`config.mk`:
```
export PLATFORM = sky130hd
export DESIGN_NAME = spectrum_band_peak_db
export DESIGN_NICKNAME = d
export VERILOG_FILES = /design/src/hdl/sbpd_pkg.sv /design/src/hdl/sbpd_ctl.sv /design/src/hdl/sbpd_dp.sv /design/src/hdl/spectrum_band_peak_db.sv
export SDC_FILE = /design/constraint.sdc
export NUM_CORES = 2
export LEC_CHECK = 0
export ABC_AREA = 1
export BUFFER_PORTS_ARGS = -buffer_cell sky130_fd_sc_hd__buf_2
export CAP_MARGIN = 25
export CORE_MARGIN = 2
export CORE_UTILIZATION = 53
export DETAILED_ROUTE_END_ITERATION = 7
export GPL_TIMING_DRIVEN = 0
export PLACE_DENSITY = 0.81
export SLEW_MARGIN = 10
export SYNTH_ARGS = -nofsm -noshare
export SYNTH_HDL_FRONTEND = slang
export SYNTH_SLANG_ARGS = --single-unit
```
`constraint.sdc`:
```
create_clock -name clock -period 16.9 [get_ports clock]
set_clock_uncertainty 0.15 [all_clocks]
set_input_delay 0.845 -clock clock [delete_from_list [all_inputs] [get_ports clock]]
set_output_delay 0.845 -clock clock [all_outputs]
set_load 0.05 [all_outputs]
```
`src/hdl/sbpd_pkg.sv`:
```
// ----------------------------------------------------------------------------
// sbpd_pkg
// Shared constants, tables and control types of the spectrum band peak meter.
// ----------------------------------------------------------------------------
package sbpd_pkg;

   localparam int BAND_COUNT          = 16;
   localparam int MAGNITUDE_BITS_DEF  = 32;
   localparam int BIN_BITS            = 9;
   localparam int BAND_BITS           = 4;
   localparam int LEVEL_BITS          = 12;
   localparam int SCALE_BITS          = 16;
   localparam int NORM_STEPS          = 5;
   localparam int STEP_BITS           = 3;

   localparam logic [1:0]            ADDR_RECIPROCAL_SCALE = 2'd0;

   localparam logic [BIN_BITS-1:0]   BIN_LIMIT       = 9'd510;
   localparam logic [BIN_BITS-1:0]   POS_MAX         = 9'd511;
   localparam logic [SCALE_BITS-1:0] SCALE_RESET     = 16'd10923;
   localparam logic [17:0]           DB_PER_OCTAVE   = 18'd197283;
   localparam logic [20:0]           LOG2_FULL_SCALE = 21'd1048574;
   localparam logic [LEVEL_BITS-1:0] LEVEL_MAX       = 12'd4095;

   localparam logic [BIN_BITS-1:0] LAST_BIN [BAND_COUNT] = '{
      9'd1,   9'd3,   9'd5,   9'd9,   9'd13,  9'd19,  9'd27,  9'd39,
      9'd55,  9'd79,  9'd107, 9'd147, 9'd201, 9'd273, 9'd373, 9'd509
   };

   localparam logic [16:0] FRAC_LOG [17] = '{
      17'd0,     17'd5732,  17'd11136, 17'd16248, 17'd21098, 17'd25711,
      17'd30109, 17'd34312, 17'd38336, 17'd42196, 17'd45904, 17'd49472,
      17'd52911, 17'd56229, 17'd59434, 17'd62534, 17'd65536
   };

   typedef struct packed {
      logic                 accept;
      logic                 load_flush;
      logic                 finish;
      logic                 norm;
      logic [STEP_BITS-1:0] norm_step;
      logic                 frac;
      logic                 diff;
      logic                 scale;
      logic                 mul_lo;
      logic                 mul_hi;
      logic                 out_load;
   } sbpd_cmd_type;

   typedef struct packed {
      logic emit;
      logic band_pending;
      logic out_free;
   } sbpd_status_type;

endpackage

```
`src/hdl/sbpd_ctl.sv`:
```
// ----------------------------------------------------------------------------
// sbpd_ctl
// Sequencer that accepts bins and steps the level datapath for each band.
// ----------------------------------------------------------------------------
module sbpd_ctl (
   input  logic                     clock,
   input  logic                     reset,
   input  logic                     req_tvalid,
   input  logic                     req_tlast,
   output logic                     req_tready,
   input  sbpd_pkg::sbpd_status_type status,
   output sbpd_pkg::sbpd_cmd_type    cmd
);

   typedef enum logic [7:0] {
      ST_IDLE   = 8'b00000001,
      ST_NORM   = 8'b00000010,
      ST_FRAC   = 8'b00000100,
      ST_DIFF   = 8'b00001000,
      ST_SCALE  = 8'b00010000,
      ST_MUL_LO = 8'b00100000,
      ST_MUL_HI = 8'b01000000,
      ST_OUTPUT = 8'b10000000
   } state_type;

   state_type                      state_ff, state_in;
   logic [sbpd_pkg::STEP_BITS-1:0] step_ff, step_in;
   logic                           flush_ff, flush_in;

   assign req_tready = (state_ff == ST_IDLE);

   always_comb begin
      state_in = state_ff;
      step_in  = step_ff;
      flush_in = flush_ff;
      cmd      = '0;
      cmd.norm_step = step_ff;
      case (state_ff)
         ST_IDLE: begin
            if (req_tvalid) begin
               cmd.accept = 1'b1;
               if (status.emit) begin
                  flush_in = req_tlast;
                  step_in  = '0;
                  state_in = ST_NORM;
               end
            end
         end
         ST_NORM: begin
            cmd.norm = 1'b1;
            if (step_ff == sbpd_pkg::STEP_BITS'(sbpd_pkg::NORM_STEPS - 1)) begin
               state_in = ST_FRAC;
            end else begin
               step_in = step_ff + 1'b1;
            end
         end
         ST_FRAC: begin
            cmd.frac = 1'b1;
            state_in = ST_DIFF;
         end
         ST_DIFF: begin
            cmd.diff = 1'b1;
            state_in = ST_SCALE;
         end
         ST_SCALE: begin
            cmd.scale = 1'b1;
            state_in  = ST_MUL_LO;
         end
         ST_MUL_LO: begin
            cmd.mul_lo = 1'b1;
            state_in   = ST_MUL_HI;
         end
         ST_MUL_HI: begin
            cmd.mul_hi = 1'b1;
            state_in   = ST_OUTPUT;
         end
         ST_OUTPUT: begin
            if (status.out_free) begin
               cmd.out_load = 1'b1;
               if (flush_ff && status.band_pending) begin
                  cmd.load_flush = 1'b1;
                  step_in        = '0;
                  state_in       = ST_NORM;
               end else begin
                  cmd.finish = flush_ff;
                  flush_in   = 1'b0;
                  state_in   = ST_IDLE;
               end
            end
         end
         default: begin
            state_in = ST_IDLE;
            flush_in = 1'b0;
         end
      endcase
   end

   always_ff @(posedge clock) begin
      if (reset) begin
         state_ff <= ST_IDLE;
         step_ff  <= '0;
         flush_ff <= 1'b0;
      end else begin
         state_ff <= state_in;
         step_ff  <= step_in;
         flush_ff <= flush_in;
      end
   end

endmodule

```
`src/hdl/sbpd_dp.sv`:
```
// ----------------------------------------------------------------------------
// sbpd_dp
// Band tracking, running peak, log2 level arithmetic and the result register.
// ----------------------------------------------------------------------------
module sbpd_dp #(
   parameter int MAGNITUDE_BITS = sbpd_pkg::MAGNITUDE_BITS_DEF
) (
   input  logic                             clock,
   input  logic                             reset,
   input  sbpd_pkg::sbpd_cmd_type           cmd,
   output sbpd_pkg::sbpd_status_type        status,
   input  logic [31:0]                      req_tdata,
   input  logic                             req_tlast,
   input  logic [sbpd_pkg::SCALE_BITS-1:0]  reciprocal_scale,
   output logic                             rsp_tvalid,
   input  logic                             rsp_tready,
   output logic [15:0]                      rsp_tdata,
   output logic                             rsp_tlast
);

   localparam int PEAK_BITS = (MAGNITUDE_BITS < 32) ? MAGNITUDE_BITS : 32;
   localparam int EXP_BITS  = $clog2(PEAK_BITS);
   localparam int D_BITS    = EXP_BITS + 16;
   localparam int Q_BITS    = D_BITS + sbpd_pkg::SCALE_BITS;
   localparam int LO_BITS   = 20;
   localparam int HI_BITS   = Q_BITS - LO_BITS;
   localparam int P_BITS    = Q_BITS + 18;
   localparam int R_BITS    = P_BITS - 39;

   logic [sbpd_pkg::BIN_BITS-1:0]  pos_ff, pos_in;
   logic [sbpd_pkg::BAND_BITS:0]   band_ff, band_in;
   logic [PEAK_BITS-1:0]           peak_ff, peak_in;
   logic [sbpd_pkg::BAND_BITS-1:0] emit_band_ff, emit_band_in;

   logic [PEAK_BITS-1:0] mag;
   logic                 in_band;
   logic                 hit;
   logic [PEAK_BITS-1:0] peak_upd;

   logic [PEAK_BITS-1:0] x_ff;
   logic [EXP_BITS-1:0]  e_ff;
   logic                 small_ff;
   logic [16:0]          base_ff;
   logic [12:0]          interp_ff;
   logic [D_BITS-1:0]    d_ff;
   logic [Q_BITS-1:0]    q_ff;
   logic [LO_BITS+17:0]  plo_ff;
   logic [P_BITS-1:0]    p_ff;

   logic [EXP_BITS-1:0]  shift_amt;
   logic [15:0]          mant;
   logic [3:0]           frac_k;
   logic [11:0]          frac_f;
   logic [16:0]          tab_lo;
   logic [16:0]          tab_hi;
   logic [24:0]          interp_full;
   logic [D_BITS:0]      lg;
   logic [HI_BITS+17:0]  phi;
   logic [R_BITS:0]      rnd;
   logic [R_BITS-1:0]    lvl_full;
   logic [sbpd_pkg::LEVEL_BITS-1:0] lvl;

   logic                 out_valid_ff;
   logic [15:0]          out_data_ff;
   logic                 out_last_ff;

   assign mag      = req_tdata[PEAK_BITS-1:0];
   assign in_band  = (pos_ff < sbpd_pkg::BIN_LIMIT) && !band_ff[sbpd_pkg::BAND_BITS];
   assign hit      = in_band &&
                     (pos_ff == sbpd_pkg::LAST_BIN[band_ff[sbpd_pkg::BAND_BITS-1:0]]);
   assign peak_upd = (in_band && (mag > peak_ff)) ? mag : peak_ff;

   assign status.emit         = hit || (req_tlast && !band_ff[sbpd_pkg::BAND_BITS]);
   assign status.band_pending = !band_ff[sbpd_pkg::BAND_BITS];
   assign status.out_free     = !out_valid_ff || rsp_tready;

   always_comb begin
      pos_in       = pos_ff;
      band_in      = band_ff;
      peak_in      = peak_ff;
      emit_band_in = emit_band_ff;
      if (cmd.accept) begin
         if (req_tlast) begin
            pos_in = '0;
         end else if (pos_ff != sbpd_pkg::POS_MAX) begin
            pos_in = pos_ff + 1'b1;
         end
         if (status.emit) begin
            emit_band_in = band_ff[sbpd_pkg::BAND_BITS-1:0];
            band_in      = band_ff + 1'b1;
            peak_in      = '0;
         end else if (req_tlast) begin
            band_in = '0;
            peak_in = '0;
         end else begin
            peak_in = peak_upd;
         end
      end else if (cmd.load_flush) begin
         emit_band_in = band_ff[sbpd_pkg::BAND_BITS-1:0];
         band_in      = band_ff + 1'b1;
      end else if (cmd.finish) begin
         band_in = '0;
         peak_in = '0;
      end
   end

   always_ff @(posedge clock) begin
      if (reset) begin
         pos_ff  <= '0;
         band_ff <= '0;
         peak_ff <= '0;
      end else begin
         pos_ff  <= pos_in;
         band_ff <= band_in;
         peak_ff <= peak_in;
      end
      emit_band_ff <= emit_band_in;
   end

   assign shift_amt   = EXP_BITS'(1) << (sbpd_pkg::NORM_STEPS - 1 - int'(cmd.norm_step));
   assign mant        = x_ff[PEAK_BITS-2 -: 16];
   assign frac_k      = mant[15:12];
   assign frac_f      = mant[11:0];
   assign tab_lo      = sbpd_pkg::FRAC_LOG[frac_k];
   assign tab_hi      = sbpd_pkg::FRAC_LOG[5'(frac_k) + 5'd1];
   assign interp_full = 25'(tab_hi - tab_lo) * 25'(frac_f);
   assign lg          = (D_BITS+1)'({e_ff, 16'd0}) + (D_BITS+1)'(base_ff)
                        + (D_BITS+1)'(interp_ff);
   assign phi         = (HI_BITS+18)'(q_ff[Q_BITS-1:LO_BITS]) *
                        (HI_BITS+18)'(sbpd_pkg::DB_PER_OCTAVE);

   always_ff @(posedge clock) begin
      if (cmd.accept || cmd.load_flush) begin
         x_ff     <= cmd.accept ? peak_upd : '0;
         e_ff     <= EXP_BITS'(PEAK_BITS - 1);
         small_ff <= cmd.accept ? (peak_upd[PEAK_BITS-1:16] == '0) : 1'b1;
      end else if (cmd.norm) begin
         if ((x_ff >> (PEAK_BITS - int'(shift_amt))) == '0) begin
            x_ff <= x_ff << shift_amt;
            e_ff <= e_ff - shift_amt;
         end
      end
      if (cmd.frac) begin
         base_ff   <= tab_lo;
         interp_ff <= interp_full[24:12];
      end
      if (cmd.diff) begin
         d_ff <= D_BITS'(lg - (D_BITS+1)'(sbpd_pkg::LOG2_FULL_SCALE));
      end
      if (cmd.scale) begin
         q_ff <= Q_BITS'(d_ff) * Q_BITS'(reciprocal_scale);
      end
      if (cmd.mul_lo) begin
         plo_ff <= (LO_BITS+18)'(q_ff[LO_BITS-1:0]) *
                   (LO_BITS+18)'(sbpd_pkg::DB_PER_OCTAVE);
      end
      if (cmd.mul_hi) begin
         p_ff <= (P_BITS'(phi) << LO_BITS) + P_BITS'(plo_ff);
      end
   end

   assign rnd      = (R_BITS+1)'(p_ff[P_BITS-1:39]) + 1'b1;
   assign lvl_full = rnd[R_BITS:1];

   always_comb begin
      if (small_ff) begin
         lvl = '0;
      end else if (lvl_full > R_BITS'(sbpd_pkg::LEVEL_MAX)) begin
         lvl = sbpd_pkg::LEVEL_MAX;
      end else begin
         lvl = lvl_full[sbpd_pkg::LEVEL_BITS-1:0];
      end
   end

   always_ff @(posedge clock) begin
      if (reset) begin
         out_valid_ff <= 1'b0;
      end else if (cmd.out_load) begin
         out_valid_ff <= 1'b1;
      end else if (rsp_tready) begin
         out_valid_ff <= 1'b0;
      end
      if (cmd.out_load) begin
         out_data_ff <= {lvl, emit_band_ff};
         out_last_ff <= (emit_band_ff == sbpd_pkg::BAND_BITS'(sbpd_pkg::BAND_COUNT - 1));
      end
   end

   assign rsp_tvalid = out_valid_ff;
   assign rsp_tdata  = out_data_ff;
   assign rsp_tlast  = out_last_ff;

endmodule

```
`src/hdl/spectrum_band_peak_db.sv`:
```
// ----------------------------------------------------------------------------
// spectrum_band_peak_db
// Peak level meter over sixteen log-spaced bands of one spectrum frame.
// A bin that closes no band is taken at once; the next can follow at once.
// A bin that closes a band blocks input until its result is loaded into the
// result register after the five-step normalizer and the multiplier chain,
// which a stalled output delays. At frame end each remaining band does the same.
// Synchronous reset clears the band state and sets the scale to 10923.
// ----------------------------------------------------------------------------
module spectrum_band_peak_db #(
   parameter int MAGNITUDE_BITS = sbpd_pkg::MAGNITUDE_BITS_DEF
) (
   input  logic        clock,
   input  logic        reset,
   input  logic        req_tvalid,
   output logic        req_tready,
   input  logic [31:0] req_tdata,    // bin_magnitude
   input  logic        req_tlast,    // frame_end
   output logic        rsp_tvalid,
   input  logic        rsp_tready,
   output logic [15:0] rsp_tdata,    // band_number [3:0], band_level [15:4]
   output logic        rsp_tlast,    // frame_done
   input  logic        csr_psel,
   input  logic        csr_penable,
   input  logic        csr_pwrite,
   input  logic [1:0]  csr_paddr,
   input  logic [31:0] csr_pwdata,
   output logic [31:0] csr_prdata,
   output logic        csr_pready
);

   logic [sbpd_pkg::SCALE_BITS-1:0] scale_ff;
   sbpd_pkg::sbpd_cmd_type          cmd;
   sbpd_pkg::sbpd_status_type       status;

   assign csr_pready = 1'b1;

   always_ff @(posedge clock) begin
      if (reset) begin
         scale_ff <= sbpd_pkg::SCALE_RESET;
      end else if (csr_psel && csr_penable && csr_pwrite &&
                   (csr_paddr == sbpd_pkg::ADDR_RECIPROCAL_SCALE)) begin
         scale_ff <= csr_pwdata[sbpd_pkg::SCALE_BITS-1:0];
      end
   end

   always_comb begin
      csr_prdata = '0;
      if (csr_paddr == sbpd_pkg::ADDR_RECIPROCAL_SCALE) begin
         csr_prdata = 32'(scale_ff);
      end
   end

   sbpd_ctl u_ctl (
      .clock      (clock),
      .reset      (reset),
      .req_tvalid (req_tvalid),
      .req_tlast  (req_tlast),
      .req_tready (req_tready),
      .status     (status),
      .cmd        (cmd)
   );

   sbpd_dp #(
      .MAGNITUDE_BITS (MAGNITUDE_BITS)
   ) u_dp (
      .clock            (clock),
      .reset            (reset),
      .cmd              (cmd),
      .status           (status),
      .req_tdata        (req_tdata),
      .req_tlast        (req_tlast),
      .reciprocal_scale (scale_ff),
      .rsp_tvalid       (rsp_tvalid),
      .rsp_tready       (rsp_tready),
      .rsp_tdata        (rsp_tdata),
      .rsp_tlast        (rsp_tlast)
   );

endmodule

```
# Word level (Yosys, flattened, before mapping)
# Memories as Yosys holds them, arrays and structs flattened.
# Index checks and enable logic that the tools add are counted.
# word_totals
memories	3
output_inout_bits	52
ff_bits	315
input_bits	74
romBits	1232
wordCells	171
# classes
eq_ne	22
n_mul	4
n_lt_le_gt_ge	6
add_sub_neg	13
n_shift	3
mux	61
n_bitwise	4
reduce_logical	34
# memory_table
memory	depth	word_bits	rd	rd_ports_with_merged_regs	write_ports	line_no	rtl
(no name shown)	32	17	1	0	0	sbpd_dp.sv:124	assign tab_lo = sbpd_pkg::FRAC_LOG[frac_k];
(no name shown)	32	17	1	0	0	sbpd_dp.sv:125	assign tab_hi = sbpd_pkg::FRAC_LOG[5'(frac_k) + 5'd1];
(no name shown)	16	9	1	0	0	sbpd_dp.sv:70	(pos_ff == sbpd_pkg::LAST_BIN[band_ff[sbpd_pkg::BAND_BITS-1:0]]);
# op_table
op	count
2-to-1 mux 32 bit	10
2-to-1 mux 17 bit	4
one-hot mux 8 bit (8 select lines)	1
adder 55 x 38 -> 55 bit	1
multiplier 20 x 18 -> 38 bit (second input constant)	1
multiplier 21 x 16 -> 37 bit	1
2-to-1 mux 9 bit	4
multiplier 17 x 18 -> 35 bit (second input constant)	1
> comparator 32 bit	1
logical NOT 32 bit	1
2-to-1 mux 8 bit	4
left shift 1 x 32 -> 5 bit (first input constant)	1
left shift 32 x 5 -> 32 bit	1
>> shifter 32 x 32 -> 32 bit	1
multiplier 25 x 12 -> 25 bit	1
2-to-1 mux 5 bit	5
adder 21 x 13 -> 21 bit	1
adder 21 x 17 -> 21 bit	1
subtractor 21 x 20 -> 21 bit (second input constant)	1
2-to-1 mux 1 bit	18
subtractor 17 x 17 -> 18 bit	1
adder 16 x 1 -> 17 bit (second input constant)	1
> comparator 16 x 12 -> 1 bit (second input constant)	1
logical NOT 16 bit	1
47 further kinds	84

# Longest topological paths before layout
# depth
word_depth	10
mapped_depth	43
depth_no_buf	41

# Cells and area by module
# Synthesis repeated with hierarchy kept, for this count alone.
# hier_totals
cells_unflattened	5692
area_unflattened_um2	44372.6
# by_module_without_submodules
module	instances	cells_per_inst	area_each_um2	seq_area_each_um2
sbpd_dp	1	5424	42578.3	6296.0
spectrum_band_peak_db	1	145	950.9	320.3
sbpd_ctl	1	123	843.3	240.2

# Worst setup path after synthesis
# No wires, ideal clock.
# synth_timing
path_kind	register -> register
startpoint	register u_dp.x_ff[27]
endpoint	register u_dp.interp_ff[12] (data pin)
setup_ps	249
n_path_buf	2
path_stages_with_launch	41
arrival_time_ps	7584
required_ps	16501
slack_ps	8916
period_less_slack_ps	7984
cell_sequence	edfxtp_1 -> ha_1 -> inv_1 -> ha_1 -> inv_1 -> clkbuf_1 -> o21ai_0 -> o211ai_1 -> ha_1 -> fa_1 -> inv_1 -> nand2_1 -> nand2_1 -> o21ai_0 -> o21bai_1 -> a21oi_1 -> o21ai_0 -> or2_2 -> [... 5 more ...] -> inv_1 -> fa_1 -> fa_1 -> fa_1 -> inv_1 -> fa_1 -> inv_1 -> ha_1 -> nand2_1 -> inv_1 -> a21oi_1 -> o221ai_1 -> a21oi_1 -> nand2_1 -> xor2_1 -> nand3b_1 -> nand2_1 -> inv_1
# synth_between
elab_chain_cells	7
word_cells_on_any_way	11
cone_classes	2 x add/sub; 1 x mul; 4 x mux; 2 x bitwise; 2 x memory
# synth_rtl
item	line_no	rtl
from (decl)	sbpd_dp.sv:40	logic [PEAK_BITS-1:0] x_ff;
from (signal assigned)	sbpd_dp.sv:134	x_ff <= cmd.accept ? peak_upd : '0;
from (signal assigned)	sbpd_dp.sv:139	x_ff <= x_ff << shift_amt;
adder 4 x 1 -> 5 bit	sbpd_dp.sv:125	
NOT 5 -> 6 bit (not written as such)	sbpd_dp.sv:125	
memory (32 x 17 bit)	n/a	
2-to-1 mux 17 bit (not written as such) (2 in a row)	sbpd_dp.sv:125	
subtractor 17 x 17 -> 18 bit *	sbpd_dp.sv:126	assign interp_full = 25'(tab_hi - tab_lo) * 25'(frac_f);
multiplier 25 x 12 -> 25 bit *	sbpd_dp.sv:126	
net u_dp.interp_full[24]	sbpd_dp.sv:56	logic [24:0] interp_full;
to (signal assigned)	sbpd_dp.sv:145	interp_ff <= interp_full[24:12];
to (decl)	sbpd_dp.sv:44	logic [12:0] interp_ff;
# The timed path passes the listed nets; every way through them passes the cells marked *. The select of a mux whose other input is x is not followed.
# A chain may end at the register's enable or synchronous reset.

# Final worst setup path
# layout_timing
startpoint	register u_dp.x_ff[27]
endpoint	register u_dp.interp_ff[10] (data pin)
# The elaborated chain is that of the path after synthesis.

==> results_dict.tcl <==
set metrics [dict create \
    critPathSlowestCell "edfxtp_1" \
    synth_area_leader_cell "fa_1" \
    gr-usage-met3 0.0522 \
    cp_slowest_stage_delay_ns 0.69 \
    drc 0 \
    vias_per_cell 5.45 \
    drt-initial-drc-count 2981 \
    synth.area.top_cells "fa_1 25%, ha_1 17%, edfxtp_1 12%" \
    critPathBufInv 10 \
    syn_avg_cell_area_sq_um 7.87 \
    start_util 0.534 \
    hold_violations 0 \
    min_path_type "reg -> reg" \
    yosysWarnings 0 \
    path_common_cell "inv_1" \
    cts_inserted_buffers 35 \
    synth_ff_type "edfxtp_1" \
    rows 105 \
    dp_hpwl_mm 101 \
    cts_setup_buffers 0 \
    tns_ns 0 \
    end_kind "flip-flop" \
    final_cells 6816 \
    synth_cell_types 68 \
    ys_top_cells_by_count "1,287 x nand2_1, 1,223 x inv_1, 585 x ha_1, 549 x fa_1, 300 x nor2_1" \
    synth-seq-cells 255 \
    ant_nets 0 \
    pin_count 126 \
    start_kind "flip-flop" \
    cap_violations 0 \
    fin_crit_ns 10.13 \
    grt_pass1_wl_mm 196 \
    syn_inst 5564 \
    cts_resized 0 \
    die_h_microns 292 \
    syn2layout_area_growth_pct 7.18 \
    worst_pin_slew_ns 1.13 \
    busiest_layer "met2" \
    grt_use_total 0.289 \
    cts_hold_buffers 0 \
    setup_viol_count_final 0 \
    grt-ovfl-total 0 \
    async_flop_share 0 \
    wirelength_mm 122 \
    globalplace.congestion 0.987 \
    cts_tree "done" \
    grt_max_degree 39 \
    crit_required_ns 17.13 \
    slew_violations 0 \
    wl_per_cell_microns 17.9 \
    synth_top_cell_area_share 0.251 \
    clock_path_buffers 3 \
    status "finished clean" \
    vias 37100 \
    rsz0062_at_grt "false" \
    grt_pass1_vias 37500 \
    slew_headroom 0.241 \
    die-area_sq_um 85000 \
    cts_sinks 255 \
    drt_pass1_iterations 7 \
    place_inst 6749 \
    met1_usage 0.357 \
    port_buffers 92 \
    synth_edf_count 175 \
    yosysMostFrequentCell "nand2_1" \
    die_w_microns 292 \
    clock_latency_ns 0.58 \
    path_clk_slew_ns 0.07 \
    syn-cell-area_sq_um 43800 \
    nNetsFinal 6925 \
    antenna_found_initial 1 \
    cp_max_fo 12 \
    use_met2 0.495 \
    min_period_over_period 0.599 \
    yosysSeqAreaShare 0.157 \
    cp_top_family "adder cells" \
    drive_gt1_frac 0.0477 \
    core-area_sq_um 82000 \
    arrival_ns 10.36 \
    cts_root_buf "clkbuf_16" \
    fmax_mhz 98.8 \
    path_class "reg -> reg" \
    htree_num_levels 2 \
    hold_ws_ns 0.314 \
]
-- routing by layer --
layer	share of wire	up-vias
met2	0.48	1405
met3	0.075	320
met4	0.049	0
met1	0.40	17800
met5	0	-
li1	-	17600
-- stage by stage --
| step | cell area (sq um) | setup WS, ns | utilization |
|---|---|---|---|
| 4_1_cts | 46900 | 6.77 | 0.573 |
| 3_5_place_dp | 45700 | 6.79 | 0.558 |
| 6_report | 47000 | 6.77 | 0.573 |
| 3_3_place_gp | 45700 | 6.93 | 0.557 |
| 5_1_grt | 47000 | 6.26 | 0.573 |
| 2_1_floorplan | 43900 | 8.92 | - |
-- worst paths after layout --
check / startpoint / endpoint / slack (ns) / cells past startpoint
worst min register to register: u_dp.emit_band_ff[3] / u_dp.rsp_tdata[3] / 0.31 / 0
worst max-delay path: u_dp.x_ff[27] / u_dp.interp_ff[10] / 6.77 / 37
worst min-delay path: u_dp.emit_band_ff[3] / u_dp.rsp_tdata[3] / 0.31 / 0
worst max register to register: u_dp.x_ff[27] / u_dp.interp_ff[10] / 6.77 / 37
-- flip-flops by register name (all words and copies together) (netlist names), 18 cells and up --
signal / count
u_dp.q_ff: 37
u_dp.peak_ff: 32
u_dp.x_ff: 32
u_dp.d_ff: 21
u_dp.plo_ff: 18
-- cell families (layout without fill, tap and decap cells) --
group	count (synthesis)	count (layout)	synth area share
AOI/OAI and AO/OA	634	634	0.0829
other	2	19	0.000171
buffers and inverters	1433	1598	0.126
xor gates and xnor gates	157	157	0.0317
DFF	255	255	0.157
muxes	7	7	0.00160
adders and majority gates	1134	1134	0.418
and+or+nand+nor	1942	1942	0.183
-- layout make-up --
class,instances,area [sq um]
multi-input combinational,3891,31500
buffer,188,863
tap,1070,1340
antenna,2,5.00
clock buffer,48,986
timing repair buffer,101,533
inverter,1245,4670
sequential,255,6860
fill,7465,35000
clock inverter,16,210
-- placed cells by master (no fill, tap or decap), types with 36 or more instances in the layout --
cell and count:
a21oi_1 264, buf_2 114, clkbuf_1 133, clkbuf_16 36
dfxtp_1 80, edfxtp_1 175, fa_1 549, ha_1 585
inv_1 1222, nand2_1 1286, nand3_1 204, nand4_1 37
nor2_1 299, nor3_1 36, o211ai_1 36, o21ai_0 181
xnor2_1 44, xor2_1 111
Power is left out: the tool's default activity adds up to more than one toggle a clock period on the data nets, which glitch-free logic cannot reach.
